==> src/rtl/overwriting_log_ring_buffer_unit_macros.svh <==
// assertion macros for the overwriting log ring buffer unit
// expects i_clk and i_rst_n in the scope where a macro is used
`ifndef OVERWRITING_LOG_RING_BUFFER_UNIT_MACROS_SVH
`define OVERWRITING_LOG_RING_BUFFER_UNIT_MACROS_SVH

// same-cycle implication, disabled in reset
`define OLRB_ASSERT_NOW(lbl, ante, cons) \
    lbl: assert property (@(posedge i_clk) disable iff (!i_rst_n) (ante) |-> (cons)) \
        else $error("olrb assertion failed");

// next-cycle implication, disabled in reset
`define OLRB_ASSERT_NEXT(lbl, ante, cons) \
    lbl: assert property (@(posedge i_clk) disable iff (!i_rst_n) (ante) |=> (cons)) \
        else $error("olrb assertion failed");

`endif

==> src/rtl/olrb_pkg.sv <==
// shared types and constants of the overwriting log ring buffer unit
// no dependencies
`default_nettype none

package olrb_pkg;

    localparam int DEPTH      = 64;
    localparam int ENTRY_BITS = 64;

    localparam int OPC_W  = 2;
    localparam int DATA_W = 64;
    localparam int LIM_W  = 7;

    localparam int AW    = (DEPTH > 1) ? $clog2(DEPTH) : 1;
    localparam int CW    = $clog2(DEPTH + 1);
    localparam int CMP_W = (CW > LIM_W) ? CW : LIM_W;
    localparam int STW   = AW + 1;

    localparam logic [OPC_W-1:0] OP_WRITE = 2'd0;
    localparam logic [OPC_W-1:0] OP_READ  = 2'd1;
    localparam logic [OPC_W-1:0] OP_CLEAR = 2'd2;

    typedef struct packed {
        logic [OPC_W-1:0]  opcode;
        logic [DATA_W-1:0] entry_data;
        logic [LIM_W-1:0]  read_limit;
    } t_in_item;

    typedef struct packed {
        logic [DATA_W-1:0] out_entry;
        logic              is_empty;
        logic              is_last;
    } t_out_item;

    typedef struct packed {
        logic wr;
        logic rd_start;
        logic clr;
        logic load;
    } t_cmd;

    typedef struct packed {
        logic out_free;
        logic left_le1;
    } t_stat;

endpackage

`default_nettype wire

==> src/rtl/olrb_ctrl.sv <==
// controller of the log ring buffer: idle / drain state machine
// depends on olrb_pkg
`default_nettype none

module olrb_ctrl (
    input  wire logic                      i_clk,
    input  wire logic                      i_rst_n,
    input  wire logic                      i_in_valid,
    input  wire logic [olrb_pkg::OPC_W-1:0] i_opcode,
    input  wire olrb_pkg::t_stat           i_stat,
    output logic                           o_in_stall,
    output olrb_pkg::t_cmd                 o_cmd
);
    import olrb_pkg::*;

    typedef enum logic [1:0] {
        ST_IDLE  = 2'b01,
        ST_DRAIN = 2'b10
    } t_state;

    t_state r_state, n_state;
    logic   w_acc;

    assign w_acc      = i_in_valid && (r_state == ST_IDLE);
    assign o_in_stall = (r_state != ST_IDLE);

    always_comb begin
        o_cmd.wr       = w_acc && (i_opcode == OP_WRITE);
        o_cmd.rd_start = w_acc && (i_opcode == OP_READ);
        o_cmd.clr      = w_acc && (i_opcode == OP_CLEAR);
        o_cmd.load     = (r_state == ST_DRAIN) && i_stat.out_free;
    end

    always_comb begin
        n_state = r_state;
        unique case (r_state)
            ST_IDLE: begin
                if (o_cmd.rd_start) n_state = ST_DRAIN;
            end
            ST_DRAIN: begin
                // leave once the final item of the read is loaded
                if (o_cmd.load && i_stat.left_le1) n_state = ST_IDLE;
            end
            default: n_state = ST_IDLE;
        endcase
    end

    always_ff @(posedge i_clk) begin
        if (!i_rst_n) begin
            r_state <= ST_IDLE;
        end else begin
            r_state <= n_state;
        end
    end

endmodule

`default_nettype wire

==> src/rtl/olrb_dp.sv <==
// datapath of the log ring buffer: entry memory, pointers, fill count, output register
// depends on olrb_pkg
`default_nettype none

module olrb_dp (
    input  wire logic               i_clk,
    input  wire logic               i_rst_n,
    input  wire olrb_pkg::t_in_item i_in_data,
    input  wire olrb_pkg::t_cmd     i_cmd,
    input  wire logic               i_out_stall,
    output olrb_pkg::t_stat         o_stat,
    output logic                    o_out_valid,
    output olrb_pkg::t_out_item     o_out_data
);
    import olrb_pkg::*;

    logic [ENTRY_BITS-1:0] r_mem [DEPTH];
    logic [ENTRY_BITS-1:0] r_rd_data;

    logic [AW-1:0] r_wr_pos, n_wr_pos;
    logic [CW-1:0] r_fill, n_fill;
    logic [CW-1:0] r_left, n_left;
    logic [AW-1:0] r_rd_idx, n_rd_idx;
    logic          r_out_valid, n_out_valid;
    logic          r_out_empty, r_out_last;

    logic [CMP_W-1:0] w_fill_x, w_lim_x, w_cnt_x;
    logic [CW-1:0]    w_cnt;
    logic [STW-1:0]   w_start_x;
    logic [AW-1:0]    w_start;
    logic             w_has_entry;

    // entries to return: fill count limited by the request, and the ring index of the oldest one
    always_comb begin
        w_fill_x = CMP_W'(r_fill);
        w_lim_x  = CMP_W'(i_in_data.read_limit);
        w_cnt_x  = (w_fill_x < w_lim_x) ? w_fill_x : w_lim_x;
        w_cnt    = CW'(w_cnt_x);
        w_start_x = STW'(r_wr_pos) + STW'(DEPTH) - STW'(w_cnt);
        if (w_start_x >= STW'(DEPTH)) begin
            w_start_x = w_start_x - STW'(DEPTH);
        end
        w_start = w_start_x[AW-1:0];
    end

    assign w_has_entry = (r_left != '0);

    always_comb begin
        n_wr_pos = r_wr_pos;
        n_fill   = r_fill;
        n_left   = r_left;
        n_rd_idx = r_rd_idx;
        if (i_cmd.wr) begin
            n_wr_pos = (r_wr_pos == AW'(DEPTH - 1)) ? '0 : r_wr_pos + 1'b1;
            n_fill   = (r_fill == CW'(DEPTH)) ? r_fill : r_fill + 1'b1;
        end
        if (i_cmd.rd_start) begin
            n_fill   = '0;
            n_left   = w_cnt;
            n_rd_idx = w_start;
        end
        if (i_cmd.clr) begin
            n_wr_pos = '0;
            n_fill   = '0;
        end
        if (i_cmd.load && w_has_entry) begin
            n_left   = r_left - 1'b1;
            n_rd_idx = (r_rd_idx == AW'(DEPTH - 1)) ? '0 : r_rd_idx + 1'b1;
        end
    end

    always_comb begin
        if (i_cmd.load) begin
            n_out_valid = 1'b1;
        end else begin
            n_out_valid = r_out_valid && i_out_stall;
        end
    end

    always_ff @(posedge i_clk) begin
        if (!i_rst_n) begin
            r_wr_pos    <= '0;
            r_fill      <= '0;
            r_left      <= '0;
            r_out_valid <= 1'b0;
        end else begin
            r_wr_pos    <= n_wr_pos;
            r_fill      <= n_fill;
            r_left      <= n_left;
            r_out_valid <= n_out_valid;
        end
    end

    always_ff @(posedge i_clk) begin
        r_rd_idx <= n_rd_idx;
        if (i_cmd.load) begin
            // no entry left at a load means an empty read
            r_out_empty <= !w_has_entry;
            r_out_last  <= (r_left <= CW'(1));
        end
    end

    // entry memory, registered read straight into the output payload
    always_ff @(posedge i_clk) begin
        if (i_cmd.wr) begin
            r_mem[r_wr_pos] <= i_in_data.entry_data[ENTRY_BITS-1:0];
        end
        if (i_cmd.load && w_has_entry) begin
            r_rd_data <= r_mem[r_rd_idx];
        end
    end

    assign o_stat.out_free = !r_out_valid || !i_out_stall;
    assign o_stat.left_le1 = (r_left <= CW'(1));

    assign o_out_valid          = r_out_valid;
    assign o_out_data.out_entry = r_out_empty ? '0 : DATA_W'(r_rd_data);
    assign o_out_data.is_empty  = r_out_empty;
    assign o_out_data.is_last   = r_out_last;

endmodule

`default_nettype wire

==> src/rtl/overwriting_log_ring_buffer_unit.sv <==
// writes and clears: one item per cycle while no read is draining, no result
// read of N entries: the read moves the controller to its drain state, which loads the
// results into the output register one per cycle as the output takes them (one empty
// result if N is 0); input stalls until the last result is loaded (fill count caps N)
// reset clears write position, fill count, drain state and output valid; memory keeps data
`default_nettype none

`include "overwriting_log_ring_buffer_unit_macros.svh"

module overwriting_log_ring_buffer_unit (
    input  wire logic               i_clk,
    input  wire logic               i_rst_n,
    input  wire logic               i_in_valid,
    output logic                    o_in_stall,
    input  wire olrb_pkg::t_in_item i_in_data,
    output logic                    o_out_valid,
    input  wire logic               i_out_stall,
    output olrb_pkg::t_out_item     o_out_data
);
    import olrb_pkg::*;

    t_cmd  w_cmd;
    t_stat w_stat;

    olrb_ctrl u_ctrl (
        .i_clk      (i_clk),
        .i_rst_n    (i_rst_n),
        .i_in_valid (i_in_valid),
        .i_opcode   (i_in_data.opcode),
        .i_stat     (w_stat),
        .o_in_stall (o_in_stall),
        .o_cmd      (w_cmd)
    );

    olrb_dp u_dp (
        .i_clk       (i_clk),
        .i_rst_n     (i_rst_n),
        .i_in_data   (i_in_data),
        .i_cmd       (w_cmd),
        .i_out_stall (i_out_stall),
        .o_stat      (w_stat),
        .o_out_valid (o_out_valid),
        .o_out_data  (o_out_data)
    );

    `OLRB_ASSERT_NOW(a_load_when_free, w_cmd.load, w_stat.out_free)
    `OLRB_ASSERT_NEXT(a_read_stalls_input, w_cmd.rd_start, o_in_stall)
    `OLRB_ASSERT_NOW(a_empty_is_last, o_out_valid && o_out_data.is_empty, o_out_data.is_last)
    `OLRB_ASSERT_NOW(a_empty_zero, o_out_valid && o_out_data.is_empty, o_out_data.out_entry == '0)

endmodule

`default_nettype wire

==> config.mk <==
export PLATFORM = sky130hd
export DESIGN_NAME = overwriting_log_ring_buffer_unit
export DESIGN_NICKNAME = d
export VERILOG_FILES = /design/src/rtl/olrb_pkg.sv /design/src/rtl/olrb_ctrl.sv /design/src/rtl/olrb_dp.sv /design/src/rtl/overwriting_log_ring_buffer_unit.sv
export VERILOG_INCLUDE_DIRS = /design/src /design/src/rtl
export SDC_FILE = /design/constraint.sdc
export NUM_CORES = 2
export LEC_CHECK = 0
export BUFFER_PORTS_ARGS = -buffer_cell sky130_fd_sc_hd__buf_4
export CAP_MARGIN = 20
export CORE_ASPECT_RATIO = 0.6
export CORE_MARGIN = 2
export CORE_UTILIZATION = 44
export DETAILED_ROUTE_END_ITERATION = 10
export PLACE_DENSITY = 0.7
export SETUP_SLACK_MARGIN = 0.3
export SLEW_MARGIN = 15
export SYNTH_ARGS = -nofsm -noshare
export SYNTH_HDL_FRONTEND = slang
export SYNTH_SLANG_ARGS = --single-unit
==> constraint.sdc <==
create_clock -name i_clk -period 6.8 [get_ports i_clk]
set_input_delay 1.36 -clock i_clk [delete_from_list [all_inputs] [get_ports i_clk]]
set_output_delay 1.36 -clock i_clk [all_outputs]
set_load 0.02 [all_outputs]
==> flow_summary.toml <==
[grt]
antenna_found_initial = 35
grt_pass1_vias = 74500
grt-ovfl-total = 0
grt_pass1_wl_um = 595000
grtUsageTotal_pct = 22.9
grt_max_degree = 135

[sta]
slew_headroom_pct = 19.9
finalCritPeriodShare_pct = 65.2
rsz0062_at_grt = "no"
timing.final.crit_period_ns = 4.44
drv_slew = 0
hold_viol = 0
hold-worst-slack_ns = 0.544
finalSetupViolations = 0
fin_ws_ns = 2.36
finClkSkew_ns = 0.0368
fin_setup_tns_ns = 0
tightest_slew_ns = 1.20
max_freq_mhz = 225

[setup_path]
cpPeakStageDelay_ns = 1.11
critPathMaxFanout = 25
arrival_ns = 5.00
endpoint_kind = "register"
crit_type = "primary input to register"
start_kind = "primary input"
required_ns = 7.36
crit_top_cell = "buf_4"
crit_path_start = "i_in_valid"
cp_top_family = "simple AND/OR/NAND/NOR gates"
crit_buf_inv = 2
timing.rr.start = "u_dp.r_wr_pos[0]"
cp_slowest_cell = "nor2_4"
path_cells = "buf_4, nand3b_1, nor4_2, nand3_1, nor2_4, buf_4"

[status]
status = "finished clean"

[clock_tree]
path_clk_slew_ns = 0.06
cts_setup_buffers = 0
cts_buffers = 365
hold_buffers = 0
post_cts_resized = 0
cts_root_buffer = "clkbuf_16"
clkSinkCount = 4191
cts_tree = "done"
clk_latency_ns = 0.94
htreeDepth = 5
cts_buffer_depth = 4

[cells_and_area]
regArea_um2 = 126000
nets = 6963
layout-drive-gt1-share_pct = 30.1
fillers = 27500
multiInputGateArea_um2 = 32900
syn2layout_area_growth_pct = 12.9

[power]
ir_drop_mv = 0.230
leakage_nw = 55.2
pwr_density_cell_nw_per_um2 = 285

[synthesis]
syn-num-nets = 6609
synthTopCellsByArea = "edfxtp_1 (78%), mux4_2 (17%), mux2i_1 (1.0%), clkbuf_1 (0.43%), o221ai_1 (0.42%)"
synth_cells = 6514
synth_edf_count = 4168
avgSynthCellArea_um2 = 24.5
synth_top_cells_by_count = "edfxtp_1 (4168), mux4_2 (1208), clkbuf_1 (184), mux2i_1 (162), nor2_1 (100)"
yosysMostFrequentCell = "edfxtp_1"
ys_ff_latch = 4191
async_reset_ff_share_pct = 0
synth_top_cell_area_share_pct = 78.4
yosysTopAreaCell = "edfxtp_1"
yosysUniqueCellTypes = 51
synth_ff_type = "edfxtp_1"
yosys_warnings = 0
synth_area_um2 = 160000
ys_seq_area_share_pct = 78.7

[floorplan]
fp.dieH_um = 471
die_area_um2 = 368000
rows = 171
die_w_um = 782
initial_utilization_pct = 44.2
ioPinCount = 145
core_um2 = 361000

[detailed_routing]
vias = 77000
routed_wl_um = 428000
ant_nets = 0
drc_errors = 0
drt-vias-per-instance = 6.41
drtIter0Drc = 11800
wire_per_inst_um = 35.6
dr.pass1.iters = 8

[placement]
portBuffers = 144
post-place-ws_ns = 1.44
hpwl_um = 232000
place_congestion = 0.794

[job]
maxCapViolCount = 0

[min_path]
hp-class = "register to register"
hp-start = "u_dp.o_out_valid"
[where the power goes]
group	total (mW)	switching, mW	internal [mW]
sequential	28.4	0.00976	28.4
combinational	1.54	1.00	0.541
clock	21.4	9.47	11.9
total	51.3	10.5	40.9
[kinds of logic (layout without fill, tap and decap cells)]
family                   Yosys count  in the layout  synth area share (%)
flip-flops                      4191           4191                  78.7
multiplexers                    1374           1374                  18.1
buffers and inverters            370           1023                  1.01
AND/OR/NAND/NOR                  282            282                 0.843
AO/OA/AOI/OAI                    257            257                  1.09
adder cells (fa/ha/maj)           20             20                 0.158
XOR/XNOR                          20             20                 0.110
other                              0              4                     0
[metrics by stage]
stage	utilization, %	instance area (um2)	power (mW)	std cells
2_1_floorplan	-	160000	29.7	6514
3_3_place_gp	46.5	168000	30.5	11300
3_5_place_dp	46.5	168000	30.5	11300
4_1_cts	49.9	180000	51.5	12000
5_1_grt	49.9	180000	52.6	12000
6_report	49.9	180000	51.3	12000
[registers in the layout (all words and copies together), names as in the netlist]
| register | flops |
|---|---|
| u_dp.r_wr_pos | 6 |
| u_dp.r_out_empty | 1 |
| u_ctrl.r_state | 2 |
| u_dp.r_rd_data | 64 |
| u_dp.o_out_valid | 1 |
| u_dp.r_out_last | 1 |
| u_dp.r_rd_idx | 6 |
| u_dp.r_left | 7 |
| u_dp.r_fill | 7 |
| u_dp.r_mem | 4096 |
[layout make-up]
| cell class | instances | share of cell area (%) |
|---|---|---|
| clock buffer | 432 | 5.25 |
| clock inverter | 234 | 1.47 |
| tap | 4844 | 3.36 |
| inverter | 17 | 0.0423 |
| sequential | 4191 | 69.7 |
| antenna | 4 | 0.00555 |
| timing repair buffer | 340 | 1.94 |
| multi-input combinational | 1953 | 18.2 |
[cells in the final DEF (no fill, tap or decap), types with 6 or more instances in the layout]
cell	synthesis	final
a21oi_1	62	62
nor2_1	100	36
nand2_1	67	66
clkbuf_16	0	369
clkinv_2	0	68
nor2b_1	71	71
nor2_4	0	64
buf_4	26	267
dfxtp_1	23	23
nand3_1	7	7
bufinv_16	0	49
o22ai_1	52	52
edfxtp_1	4168	4168
xnor2_1	9	9
inv_6	0	8
mux2i_1	162	162
mux4_2	1208	1208
o221ai_1	77	77
inv_16	0	6
clkbuf_1	184	63
inv_1	16	15
ha_1	17	17
clkinvlp_4	0	13
o21ai_0	35	35
xor2_1	11	11
buf_12	0	68
clkinv_1	0	75
[worst min-delay path, delay by kind of cell (launching register included)]
family             cells  cell delay [ns]
AOI/OAI and AO/OA      1             0.08
and+or+nand+nor        1             0.08
DFF                    1             0.33
[path summary, 6_finish.rpt]
kind / endpoint / cells after the start / slack (ns)
setup / recovery: u_dp.r_mem[14][36] / 6 / 2.36
hold / removal: u_dp.o_out_valid / 2 / 0.54
hold reg to reg: u_dp.o_out_valid / 2 / 0.54
setup reg to reg: u_dp.r_mem[14][36] / 4 / 2.38
[metal layers]
layer / global-route usage, % / part of all wire [%] / vias to the layer above / routed length, um
met5: 0 / 0.044 / - / 189
met4: 5.16 / 2.5 / 28 / 10600
met1: 34.9 / 39 / 41500 / 169000
met2: 32.9 / 44 / 5874 / 188000
met3: 6.66 / 14 / 653 / 61100
li1: - / - / 28900 / -
No activity file was read; power rests on OpenSTA's default activity.
